## src/hw/rtl/cmpt_pkg.sv

```systemverilog
package cmpt_pkg;

	// number of vectoring iterations, 8 to 24
	localparam int CORDIC_STEPS = 16;
	localparam int ITER_W       = $clog2(CORDIC_STEPS);
	localparam int ATAN_IW      = 5;

	// rotation datapath: phase operands reach about 2^48 after gain growth
	localparam int XW = 52;
	// angle accumulator, 2^32 per turn plus headroom
	localparam int AW = 34;

	localparam logic signed [AW-1:0] HALF_TURN = 34'sd2147483648;
	localparam logic [31:0]          GAIN_FIX  = 32'd2608131496;
	localparam logic signed [31:0]   VAL_MAX   = 32'sh7fffffff;
	localparam logic signed [31:0]   VAL_MIN   = 32'sh80000000;

	typedef struct packed {
		logic              cap;
		logic              mul0;
		logic              mul1;
		logic              load;
		logic              iter;
		logic [ITER_W-1:0] idx;
		logic              post;
		logic              finish;
	} cmpt_cmd_t;

	typedef struct packed {
		logic phase_mode;
	} cmpt_sts_t;

	// atan(2^-i) with 2^32 per turn
	function automatic logic signed [AW-1:0] cmpt_atan(input logic [ATAN_IW-1:0] i);
		logic signed [AW-1:0] r;
		case (i)
			5'd0:    r = 34'sd536870912;
			5'd1:    r = 34'sd316933406;
			5'd2:    r = 34'sd167458907;
			5'd3:    r = 34'sd85004756;
			5'd4:    r = 34'sd42667331;
			5'd5:    r = 34'sd21354465;
			5'd6:    r = 34'sd10679838;
			5'd7:    r = 34'sd5340245;
			5'd8:    r = 34'sd2670163;
			5'd9:    r = 34'sd1335087;
			5'd10:   r = 34'sd667544;
			5'd11:   r = 34'sd333772;
			5'd12:   r = 34'sd166886;
			5'd13:   r = 34'sd83443;
			5'd14:   r = 34'sd41722;
			5'd15:   r = 34'sd20861;
			5'd16:   r = 34'sd10430;
			5'd17:   r = 34'sd5215;
			5'd18:   r = 34'sd2608;
			5'd19:   r = 34'sd1304;
			5'd20:   r = 34'sd652;
			5'd21:   r = 34'sd326;
			5'd22:   r = 34'sd163;
			5'd23:   r = 34'sd81;
			default: r = '0;
		endcase
		return r;
	endfunction

endpackage

```

## src/hw/rtl/cmpt_ctrl.sv

```systemverilog
module cmpt_ctrl import cmpt_pkg::*; (
	input  logic      clk,
	input  logic      arst_n,
	input  logic      in_valid,
	output logic      in_stall,
	output logic      out_valid,
	input  logic      out_stall,
	input  cmpt_sts_t sts,
	output cmpt_cmd_t cmd
);

	localparam logic [2:0] S_IDLE   = 3'd0;
	localparam logic [2:0] S_MUL0   = 3'd1;
	localparam logic [2:0] S_MUL1   = 3'd2;
	localparam logic [2:0] S_LOAD   = 3'd3;
	localparam logic [2:0] S_ITER   = 3'd4;
	localparam logic [2:0] S_POST   = 3'd5;
	localparam logic [2:0] S_FINISH = 3'd6;

	localparam logic [ITER_W-1:0] IT_LAST = ITER_W'(CORDIC_STEPS - 1);

	logic [2:0]        state_q, state_d;
	logic [ITER_W-1:0] it_q;
	logic              out_valid_q;
	logic              in_acc;
	logic              out_free;

	assign in_stall = (state_q != S_IDLE);
	assign in_acc   = in_valid && !in_stall;
	assign out_free = !out_valid_q || !out_stall;

	always_comb begin
		cmd        = '0;
		cmd.idx    = it_q;
		cmd.cap    = in_acc;
		cmd.mul0   = (state_q == S_MUL0);
		cmd.mul1   = (state_q == S_MUL1);
		cmd.load   = (state_q == S_LOAD);
		cmd.iter   = (state_q == S_ITER);
		cmd.post   = (state_q == S_POST);
		cmd.finish = (state_q == S_FINISH) && out_free;
	end

	always_comb begin
		state_d = state_q;
		case (state_q)
			S_IDLE: begin
				if (in_acc)
					state_d = sts.phase_mode ? S_MUL0 : S_LOAD;
			end
			S_MUL0:   state_d = S_MUL1;
			S_MUL1:   state_d = S_LOAD;
			S_LOAD:   state_d = S_ITER;
			S_ITER: begin
				if (it_q == IT_LAST)
					state_d = S_POST;
			end
			S_POST:   state_d = S_FINISH;
			S_FINISH: begin
				if (out_free)
					state_d = S_IDLE;
			end
			default:  state_d = S_IDLE;
		endcase
	end

	always_ff @(posedge clk or negedge arst_n) begin
		if (!arst_n) begin
			state_q     <= S_IDLE;
			it_q        <= '0;
			out_valid_q <= 1'b0;
		end else begin
			state_q <= state_d;
			if (state_q == S_LOAD)
				it_q <= '0;
			else if (state_q == S_ITER)
				it_q <= it_q + 1'b1;
			if (cmd.finish)
				out_valid_q <= 1'b1;
			else if (!out_stall)
				out_valid_q <= 1'b0;
		end
	end

	assign out_valid = out_valid_q;

	a_acc_next: assert property (@(posedge clk) disable iff (!arst_n)
		in_acc |=> (state_q == S_MUL0 || state_q == S_LOAD))
		else $error("accepted beat did not start processing");

	a_iter_end: assert property (@(posedge clk) disable iff (!arst_n)
		(state_q == S_ITER && it_q == IT_LAST) |=> state_q == S_POST)
		else $error("rotation did not end after last step");

	a_mul_mode: assert property (@(posedge clk) disable iff (!arst_n)
		(state_q == S_MUL0 || state_q == S_MUL1) |-> sts.phase_mode)
		else $error("product stage entered in amplitude mode");

	a_hold: assert property (@(posedge clk) disable iff (!arst_n)
		(state_q == S_FINISH && out_valid_q && out_stall)
		|=> (state_q == S_FINISH && out_valid_q))
		else $error("result overwrote a held beat");

endmodule

```

## src/hw/rtl/cmpt_datapath.sv

```systemverilog
module cmpt_datapath import cmpt_pkg::*; (
	input  logic               clk,
	input  logic               arst_n,
	input  logic               cfg_wr_en,
	input  logic               cfg_wr_data,
	input  logic signed [15:0] sample_re,
	input  logic signed [15:0] sample_im,
	input  logic               row_last,
	input  logic               frame_last,
	input  cmpt_cmd_t          cmd,
	output cmpt_sts_t          sts,
	output logic signed [31:0] out_value,
	output logic signed [31:0] running_min,
	output logic signed [31:0] running_max
);

	logic               phase_mode_q;
	logic signed [15:0] prev_re_q, prev_im_q;
	logic signed [31:0] acc_q, min_q, max_q;

	logic signed [15:0] re_q, im_q;
	logic               row_q, frame_q;
	logic signed [32:0] pr_q, pi_q;
	logic signed [XW-1:0] x_q, y_q;
	logic signed [AW-1:0] a_q;
	logic [63:0]        gain_q;
	logic signed [31:0] sat_q;
	logic signed [31:0] val_q, omin_q, omax_q;

	logic               zero_in;
	logic signed [15:0] op_a, op_b, op_c, op_d;
	logic signed [31:0] m1, m2;
	logic signed [32:0] msum;
	logic signed [XW-1:0] x_init, y_init, dx, dy;
	logic signed [AW-1:0] atan_i;
	logic [31:0]        ux;
	logic signed [AW-1:0] a_rnd;
	logic signed [17:0] delta;
	logic signed [34:0] sum;
	logic [63:0]        rnd;
	logic signed [31:0] val;
	logic signed [31:0] new_min, new_max;

	assign sts.phase_mode = phase_mode_q;

	// a zero sample counts as real one for the phase only
	assign zero_in = phase_mode_q && (sample_re == 16'sd0) && (sample_im == 16'sd0);

	// shared pair of multipliers for the two conjugate product terms
	assign op_a = cmd.mul0 ? re_q : im_q;
	assign op_b = prev_re_q;
	assign op_c = cmd.mul0 ? im_q : prev_im_q;
	assign op_d = cmd.mul0 ? prev_im_q : re_q;
	assign m1   = op_a * op_b;
	assign m2   = op_c * op_d;
	assign msum = cmd.mul0 ? (33'(m1) + 33'(m2)) : (33'(m1) - 33'(m2));

	always_comb begin
		if (phase_mode_q) begin
			x_init = $signed({{(XW-49){pr_q[32]}}, pr_q, 16'b0});
			y_init = $signed({{(XW-49){pi_q[32]}}, pi_q, 16'b0});
		end else begin
			x_init = $signed({{(XW-30){re_q[15]}}, re_q, 14'b0});
			y_init = $signed({{(XW-30){im_q[15]}}, im_q, 14'b0});
		end
	end

	assign dx     = y_q >>> cmd.idx;
	assign dy     = x_q >>> cmd.idx;
	assign atan_i = cmpt_atan(ATAN_IW'(cmd.idx));

	assign ux    = (!x_q[XW-1] && x_q != '0) ? x_q[31:0] : 32'd0;
	assign a_rnd = a_q + AW'(32768);
	assign delta = a_rnd[AW-1:16];
	assign sum   = 35'(acc_q) + 35'(delta);

	assign rnd     = gain_q + (64'd1 << 45);
	assign val     = phase_mode_q ? sat_q : $signed(rnd[63:46] & 18'h3ffff) ;
	assign new_max = (val > max_q) ? val : max_q;
	assign new_min = (val < min_q) ? val : min_q;

	always_ff @(posedge clk or negedge arst_n) begin
		if (!arst_n) begin
			phase_mode_q <= 1'b0;
			prev_re_q    <= 16'sd1;
			prev_im_q    <= 16'sd0;
			acc_q        <= 32'sd0;
			min_q        <= VAL_MAX;
			max_q        <= VAL_MIN;
		end else begin
			if (cfg_wr_en)
				phase_mode_q <= cfg_wr_data;
			if (cmd.finish) begin
				if (row_q || frame_q) begin
					acc_q     <= 32'sd0;
					prev_re_q <= 16'sd1;
					prev_im_q <= 16'sd0;
				end else if (phase_mode_q) begin
					acc_q     <= sat_q;
					prev_re_q <= re_q;
					prev_im_q <= im_q;
				end
				if (frame_q) begin
					min_q <= VAL_MAX;
					max_q <= VAL_MIN;
				end else begin
					min_q <= new_min;
					max_q <= new_max;
				end
			end
		end
	end

	always_ff @(posedge clk) begin
		if (cmd.cap) begin
			re_q    <= zero_in ? 16'sd1 : sample_re;
			im_q    <= sample_im;
			row_q   <= row_last;
			frame_q <= frame_last;
		end
		if (cmd.mul0)
			pr_q <= msum;
		if (cmd.mul1)
			pi_q <= msum;
		if (cmd.load) begin
			// left half plane: turn by a half turn first
			if (x_init[XW-1]) begin
				x_q <= -x_init;
				y_q <= -y_init;
				a_q <= y_init[XW-1] ? -HALF_TURN : HALF_TURN;
			end else begin
				x_q <= x_init;
				y_q <= y_init;
				a_q <= '0;
			end
		end
		if (cmd.iter) begin
			if (!y_q[XW-1]) begin
				x_q <= x_q + dx;
				y_q <= y_q - dy;
				a_q <= a_q + atan_i;
			end else begin
				x_q <= x_q - dx;
				y_q <= y_q + dy;
				a_q <= a_q - atan_i;
			end
		end
		if (cmd.post) begin
			gain_q <= 64'(ux) * 64'(GAIN_FIX);
			if (sum > 35'(VAL_MAX))
				sat_q <= VAL_MAX;
			else if (sum < 35'(VAL_MIN))
				sat_q <= VAL_MIN;
			else
				sat_q <= sum[31:0];
		end
		if (cmd.finish) begin
			val_q  <= val;
			omin_q <= new_min;
			omax_q <= new_max;
		end
	end

	assign out_value   = val_q;
	assign running_min = omin_q;
	assign running_max = omax_q;

endmodule

```

## src/hw/rtl/complex_magnitude_phase_tracker_unit.sv

```systemverilog
// complex magnitude and accumulated phase tracker
// input channel: in_valid / in_stall carry one complex sample per beat with
// row_last and frame_last markers; a beat is taken when in_valid is high and
// in_stall is low. output channel: out_valid / out_stall carry out_value with
// the running minimum and maximum of the current frame.
// phase_mode is written through cfg_wr_en / cfg_wr_data; the user must
// write it only while the unit is idle; the unit does not enforce this. 0
// gives the magnitude, 1 the saturated per-row accumulated phase (65536 per
// turn) of each sample against the previous one. each sample runs through
// one shared vectoring rotator, one step a cycle; in phase mode the two
// product terms are formed before it. the next sample can be taken in the
// cycle after the result is registered, not while one is still in flight.
// a finished result waits in the output register while a new sample is taken;
// if out_stall still holds the previous beat when the next result is ready,
// the unit waits in its last step until the beat is taken.
// reset clears phase_mode, the row state (previous sample real one, zero
// accumulator) and the frame minimum and maximum; no result is pending.
module complex_magnitude_phase_tracker_unit import cmpt_pkg::*; (
	input  logic               clk,
	input  logic               arst_n,
	input  logic               cfg_wr_en,
	input  logic               cfg_wr_data,
	input  logic               in_valid,
	output logic               in_stall,
	input  logic signed [15:0] sample_re,
	input  logic signed [15:0] sample_im,
	input  logic               row_last,
	input  logic               frame_last,
	output logic               out_valid,
	input  logic               out_stall,
	output logic signed [31:0] out_value,
	output logic signed [31:0] running_min,
	output logic signed [31:0] running_max
);

	cmpt_cmd_t cmd;
	cmpt_sts_t sts;

	cmpt_ctrl u_ctrl (
		.clk       (clk),
		.arst_n    (arst_n),
		.in_valid  (in_valid),
		.in_stall  (in_stall),
		.out_valid (out_valid),
		.out_stall (out_stall),
		.sts       (sts),
		.cmd       (cmd)
	);

	cmpt_datapath u_dp (
		.clk         (clk),
		.arst_n      (arst_n),
		.cfg_wr_en   (cfg_wr_en),
		.cfg_wr_data (cfg_wr_data),
		.sample_re   (sample_re),
		.sample_im   (sample_im),
		.row_last    (row_last),
		.frame_last  (frame_last),
		.cmd         (cmd),
		.sts         (sts),
		.out_value   (out_value),
		.running_min (running_min),
		.running_max (running_max)
	);

endmodule
```

## config.mk

```make
export PLATFORM = sky130hd
export DESIGN_NAME = complex_magnitude_phase_tracker_unit
export DESIGN_NICKNAME = d
export VERILOG_FILES = /design/src/hw/rtl/cmpt_pkg.sv /design/src/hw/rtl/cmpt_ctrl.sv /design/src/hw/rtl/cmpt_datapath.sv /design/src/hw/rtl/complex_magnitude_phase_tracker_unit.sv
export SDC_FILE = /design/constraint.sdc
export NUM_CORES = 2
export LEC_CHECK = 0
export ABC_AREA = 1
export BUFFER_PORTS_ARGS = -buffer_cell sky130_fd_sc_hd__buf_2
export CORE_ASPECT_RATIO = 1.5
export CORE_MARGIN = 1.5
export CORE_UTILIZATION = 30
export CTS_BUF_LIST = sky130_fd_sc_hd__clkbuf_16
export DETAILED_ROUTE_END_ITERATION = 12
export PLACE_DENSITY_LB_ADDON = 0.08
export SYNTH_ARGS = -nofsm -noshare
export SYNTH_HDL_FRONTEND = slang
export SYNTH_HIERARCHICAL = 1
export SYNTH_SLANG_ARGS = --single-unit
```

## constraint.sdc

```tcl
create_clock -name clk -period 10.3 [get_ports clk]
set_clock_uncertainty 0.1 [all_clocks]
set_input_delay 1.545 -clock clk [delete_from_list [all_inputs] [get_ports clk]]
set_output_delay 1.545 -clock clk [all_outputs]
set_load 0.02 [all_outputs]
```

# [Word level (Yosys, flattened, before mapping)]
# Memories as Yosys holds them, arrays and structs flattened.
# Index checks and enable logic that the tools add are counted.
[word_totals] register_bits=564 romBits=480 inputBits=40 out_inout_bits=98 elab_cells=119 memories=1
[op_classes] n_addsub=14 mul=3 magnitude_cmp=4 n_eq_ne=11 shifts=2 mux=41 n_reduce_logical=20
[mem_list] memory="(name not given)" words=16 word_bits=30 read_ports=1 rd_clocked_by_memory_dff=0 write_ports=0 line="cmpt_pkg.sv:36" text="case (i)"
[op_table] op="$mux W52" n=10
[op_table] op="$mux W32" n=9
[op_table] op="$mux W34" n=5
[op_table] op="$mux W16" n=7
[op_table] op="$add A52 B52 Y52" n=2
[op_table] op="$neg A52 Y52" n=2
[op_table] op="$sshr A52 B4 Y52" n=2
[op_table] op="$sub A52 B52 Y52" n=2
[op_table] op="$add A64 B46 Y64 const B" n=1
[op_table] op="$mul A16 B16 Y32" n=2
[op_table] op="$mul A32 B29 Y61 const B" n=1
[op_table] op="$reduce_bool A52 Y1" n=1
[op_table] op="$gt A35 B32 Y1 const B" n=1
[op_table] op="$lt A35 B32 Y1 const B" n=1
[op_table] op="$add A34 B17 Y34 const B" n=1
[op_table] op="$add A34 B34 Y34" n=1
[op_table] op="$sub A34 B34 Y34" n=1
[op_table] op="$add A32 B18 Y33" n=1
[op_table] op="$add A32 B32 Y33" n=1
[op_table] op="$mux W33" n=1
[op_table] op="$sub A32 B32 Y33" n=1
[op_table] op="$gt A32 B32 Y1" n=1
[op_table] op="$logic_not A16 Y1" n=2
[op_table] op="$lt A32 B32 Y1" n=1
[op_table] op="other kinds (19)" n=38

# [Depth between registers and ports, before layout]
[logic_depth] depth_word=5 ltp_mapped=53 mapped_depth_nobuf=49

# [By module]
# Netlist, hierarchy kept.
[modules_own_cells] module="cmpt_datapath" instances=1 cells_each=10739 area_each_um2=82700.6 seq_area_each_um2=14830.5
[modules_own_cells] module="cmpt_ctrl" instances=1 cells_each=69 area_each_um2=484.2 seq_area_each_um2=200.2

# [Worst setup path before layout]
# OpenSTA, ideal clock, no wires.
[synth_timing] path_type="reg-to-reg" from="register u_ctrl.state_q[0]" to="register u_dp.pi_q[32] (data pin)" setup_time_ps=257 arrival_time_ps=10199 t_required_ps=9943 path_slack_ps=-256 stages_incl_launch_ff=48 path_buffers=3 period_less_slack_ps=10556 path_cell_list="dfrtp_1 -> inv_1 -> nor2_1 -> inv_1 -> nor2_1 -> buf_2 -> clkbuf_1 -> buf_1 -> nand2_1 -> o21ai_1 -> inv_1 -> nand2_1 -> fa_1 -> fa_1 -> inv_1 -> fa_1 -> fa_1 -> fa_1 -> [... 12 more ...] -> inv_1 -> nor2_1 -> nand2_1 -> nor2_1 -> nand3_1 -> nand2_1 -> nand2_1 -> xor2_1 -> ha_1 -> a21oi_1 -> inv_1 -> a21oi_1 -> o311ai_0 -> a31oi_1 -> a21boi_0 -> inv_1 -> nand3_1 -> nand2_1"
[synth_rtl] element="start, declared" line="cmpt_ctrl.sv:22" text="logic [2:0] state_q, state_d;"
[synth_rtl] element="start signal, assigned" line="cmpt_ctrl.sv:73" text="state_q <= state_d;"
[synth_rtl] element="end signal, assigned" line="cmpt_datapath.sv:124" text="pi_q <= msum;"
[synth_rtl] element="end, declared" line="cmpt_datapath.sv:23" text="logic signed [32:0] pr_q, pi_q;"

# [Worst setup path after layout]
[layout_timing] from="register u_dp.x_q[47]" to="register u_dp.gain_q[61] (data pin)"
[layout_via] elab_chain_len=4
[layout_lines] element="start, declared" line="cmpt_datapath.sv:24" text="logic signed [XW-1:0] x_q, y_q;"
[layout_lines] element="start signal, assigned" line="cmpt_datapath.sv:128" text="x_q <= -x_init;"
[layout_lines] element="start signal, assigned" line="cmpt_datapath.sv:132" text="x_q <= x_init;"
[layout_lines] element="start signal, assigned" line="cmpt_datapath.sv:139" text="x_q <= x_q + dx;"
[layout_lines] element="$reduce_bool A52 Y1" line="cmpt_datapath.sv:72" text="assign ux = (!x_q[XW-1] && x_q != '0) ? x_q[31:0] : 32'd0;"
[layout_lines] element="$logic_and A1 B1 Y1" line="cmpt_datapath.sv:72"
[layout_lines] element="$mux W32" line="cmpt_datapath.sv:72"
[layout_lines] element="$mul A32 B29 Y61" line="cmpt_datapath.sv:149" text="gain_q <= 64'(ux) * 64'(GAIN_FIX);"
[layout_lines] element="end signal, assigned" line="cmpt_datapath.sv:149"
[layout_lines] element="end, declared" line="cmpt_datapath.sv:26" text="logic [63:0] gain_q;"
# No other way between the ends.
# A chain may end at the register's enable or synchronous reset.

==> results.md <==
- Status: complete, no violations
- Core area: approximately 0.28 mm2
- RR Endpoint: u_dp/gain_q[61]
- Worst EP arrival: between 10 and 15 ns
- CTS tree: built
- Area of the multi-input gates: just under 0.06 mm2
- Fmax: ~100 MHz
- Via Count: approximately 73000
- Starting Density: a little over 30%
- Post-layout util: between 30 and 40%
- Final WS setup: 0.485 ns
- Sequential area share after synthesis: 18.1%
- Post-layout net count: around 13000
- Final setup fails: 0
- Total die area: between 0.2 and 0.3 mm2
- Layout cell share with drive strength beyond 1: around 7.1%
- Startpoint Class: register
- Avg Cell Area, Syn: 7.70 um2
- YS warnings: 6
- Post-synth EDFFs: a little under 400
- IO Count: around 140
- Crit. End Element: register
- Reg clk slew, reported paths: approximately 0.06 ns
- Syn-to-layout area delta: 10.7%
- Reg2reg start: u_dp/x_q[47]
- FF/Latch Area: roughly 0.015 mm2
- Async set-or-reset flop fraction in the synthesized netlist: around a quarter
- Wire length per cell: ~24 um
- DRC viols: 0
- R2R cell count: 32
- Relative slew slack: about an eighth
- Antenna-violating nets left: 0
- Min-Delay Path Class: reg2reg
- Fin. Hold Viols: 0
- Synthesized area: just over 0.08 mm2
- Worst-skew pair later-pin latency: approximately 0.7 ns
- GR Util All Layers: 25.1%
- Setup slack, reg-to-reg: between 0.4 and 0.5 ns
- Ys flop type: edfxtp_1
- Die W: between 400 and 500 um
- First-pass GRT wire length: 516000 um
- Antenna violations before repair: 5
- Placed Cells: approximately 15000
- Die H: between 600 and 700 um
- Routed WL: between 300000 and 400000 um
- Post-synthesis register bit count: 522
- TritonCTS buffer count: 69
- Syn nets: about 13000
- Slowest Stage Delay on Critical Path: 0.86 ns
- Clk buf depth: 3
- 1st-iter DRT viols: approximately 4000
- Max Cap Violations: 0
- Post-route insts no fill: ~15000
- Final slew viol count: 0
- Crit path from: u_dp/x_q[47]
- Root buffer cell: clkbuf_16
- Htree depth: 3
- Slew @ Worst Pin: around 1.3 ns
- Clock sink count: approximately 520
- HPWL after DPL: between 300000 and 400000 um
- Vias in the first global route: between 70000 and 80000
- Yosys cell types: roughly 70
- FILL cells: 29800
- Crit-path slowest cell: nor4_1
- Placer congestion estimate: 0.946
- Critical path destination: u_dp/gain_q[61]
- Largest net degree at the start of global routing: around 100
- Via density: between 4 and 5
- Post-Synthesis Cells: 10800
- # hold bufs at CTS: 0
- Crit-path most repeated cell: fa_1
- Fin crit period: a little under 10 ns
- # rows: roughly 240
- Global route overflow: 0
- Fin crit share: 95.3%
- Crit Path Max Fanout: 32
- Worst slack, placed: roughly 0.095 ns
- DR pass1 iterations: 6
- Port Buffer Count: 137
- WP data required: ~11 ns
- Crit Path Class: reg2reg
- Final Hold Slack: between 0.3 and 0.4 ns
[routing by layer]
layer,routed length (um),part of all wire [%],GRT usage [%]
met5,13,0.0037,0
met4,23200,6.6,14.2
met3,8140,2.3,1.67
met2,199000,57,50.8
met1,121000,34,24.7
[layout by cell type (no fill, tap or decap), types with 68 or more instances in the layout]
cell and count:
edfxtp_1 385, clkbuf_16 70, nor3_1 81, nand3_1 526, buf_2 136, xor2_1 205, fa_1 985, xnor2_1 114
inv_1 2115, a31oi_1 68, buf_4 307, o21ai_1 176, nand4_1 97, nand2_1 2217, ha_1 792, a21oi_1 604
o21ai_0 599, nor2_1 912, dfrtp_1 99
[kinds of logic (layout without fill, tap and decap cells)]
family | count (synthesis) | after routing | share of synthesized area (%)
AND/OR/NAND/NOR | 4001 | 4001 | 19.8
buffers and inverters | 2433 | 2727 | 11.3
adder cells (fa/ha/maj) | 1779 | 1779 | 35.7
AO/OA/AOI/OAI | 1737 | 1737 | 11.6
flip-flops | 522 | 522 | 18.1
XOR/XNOR | 322 | 322 | 3.39
multiplexers | 14 | 14 | 0.168
other | 0 | 1 | 0
[cells in the mapped netlist (all sizes together) (21+ instances only)]
library cell | instances | area share (%)
nand2 | 2224 | 10
dfrtp | 104 | 3.1
inv | 2125 | 9.6
or2 | 42 | 0.32
edfxtp | 385 | 14
a31oi | 68 | 0.51
ha | 793 | 12
o21a | 39 | 0.35
clkinv | 21 | 0.095
clkbuf | 160 | 0.72
a21boi | 27 | 0.24
dfstp | 33 | 1.0
a21o | 35 | 0.32
a21oi | 609 | 3.7
nor4 | 41 | 0.32
nand3 | 529 | 3.2
nor3 | 91 | 0.58
o21ai | 822 | 5.1
o32ai | 30 | 0.32
nor2 | 949 | 4.4
nand4 | 98 | 0.74
fa | 986 | 24
xnor2 | 114 | 1.2
o21bai | 30 | 0.27
buf | 127 | 0.93
xor2 | 208 | 2.2
[what timing repair did]
action / CTS / global route
pin swaps: 0 / 1
setup endpoints to repair: 2 / 22
buffers inserted: 0 / 5
resized for setup: 1 / 40
gates cloned: 0 / 0
[worst min path at each step]
stage,start,cells past startpoint,end
floorplan,u_dp/min_q[31],2,u_dp/min_q[31]
global placement,u_dp/min_q[31],2,u_dp/min_q[31]
finish,u_dp/min_q[31],2,u_dp/min_q[31]
CTS,u_dp/min_q[31],2,u_dp/min_q[31]
detailed placement,u_dp/min_q[31],2,u_dp/min_q[31]
global route,u_dp/min_q[31],2,u_dp/min_q[31]
[cell type report]
cell class / count / area share [%]
inverter: 2146 / 8.77
tap: 3689 / 5.01
clock buffer: 70 / 1.90
antenna: 1 / 0.00272
multi-input combinational: 7853 / 64.0
timing repair buffer: 453 / 3.45
clock inverter: 58 / 0.499
sequential: 522 / 16.3
[stage by stage]
step	instance area [um2]	TNS, ns
2_1_floorplan	83200	0
3_3_place_gp	89700	-3.05
3_5_place_dp	89700	0
4_1_cts	91900	0
5_1_grt	92100	-0.00986
6_report	92100	0
[flip-flops by register name (all words and copies together), names as in the netlist, 19 cells and up]
register / cells
u_dp/a_q: 34
u_dp/acc_q: 32
u_dp/gain_q: 19
u_dp/max_q: 32
u_dp/min_q: 32
u_dp/out_value: 32
u_dp/pi_q: 33
u_dp/pr_q: 33
u_dp/running_max: 32
u_dp/running_min: 32
u_dp/sat_q: 32
u_dp/x_q: 52
u_dp/y_q: 52
[critical path: cells and delay by family, from the launching register on]
family                     cells  cell delay, ns
AOI/OAI and AO/OA              7            1.50
xor gates and xnor gates       1            0.19
adders and majority gates      9            4.36
buffers and inverters          8            1.06
DFF                            1            0.55
and+or+nand+nor                7            1.77
Power is not shown: default switching activity piles up to over one toggle a cycle in this logic, so the estimate is an artifact.
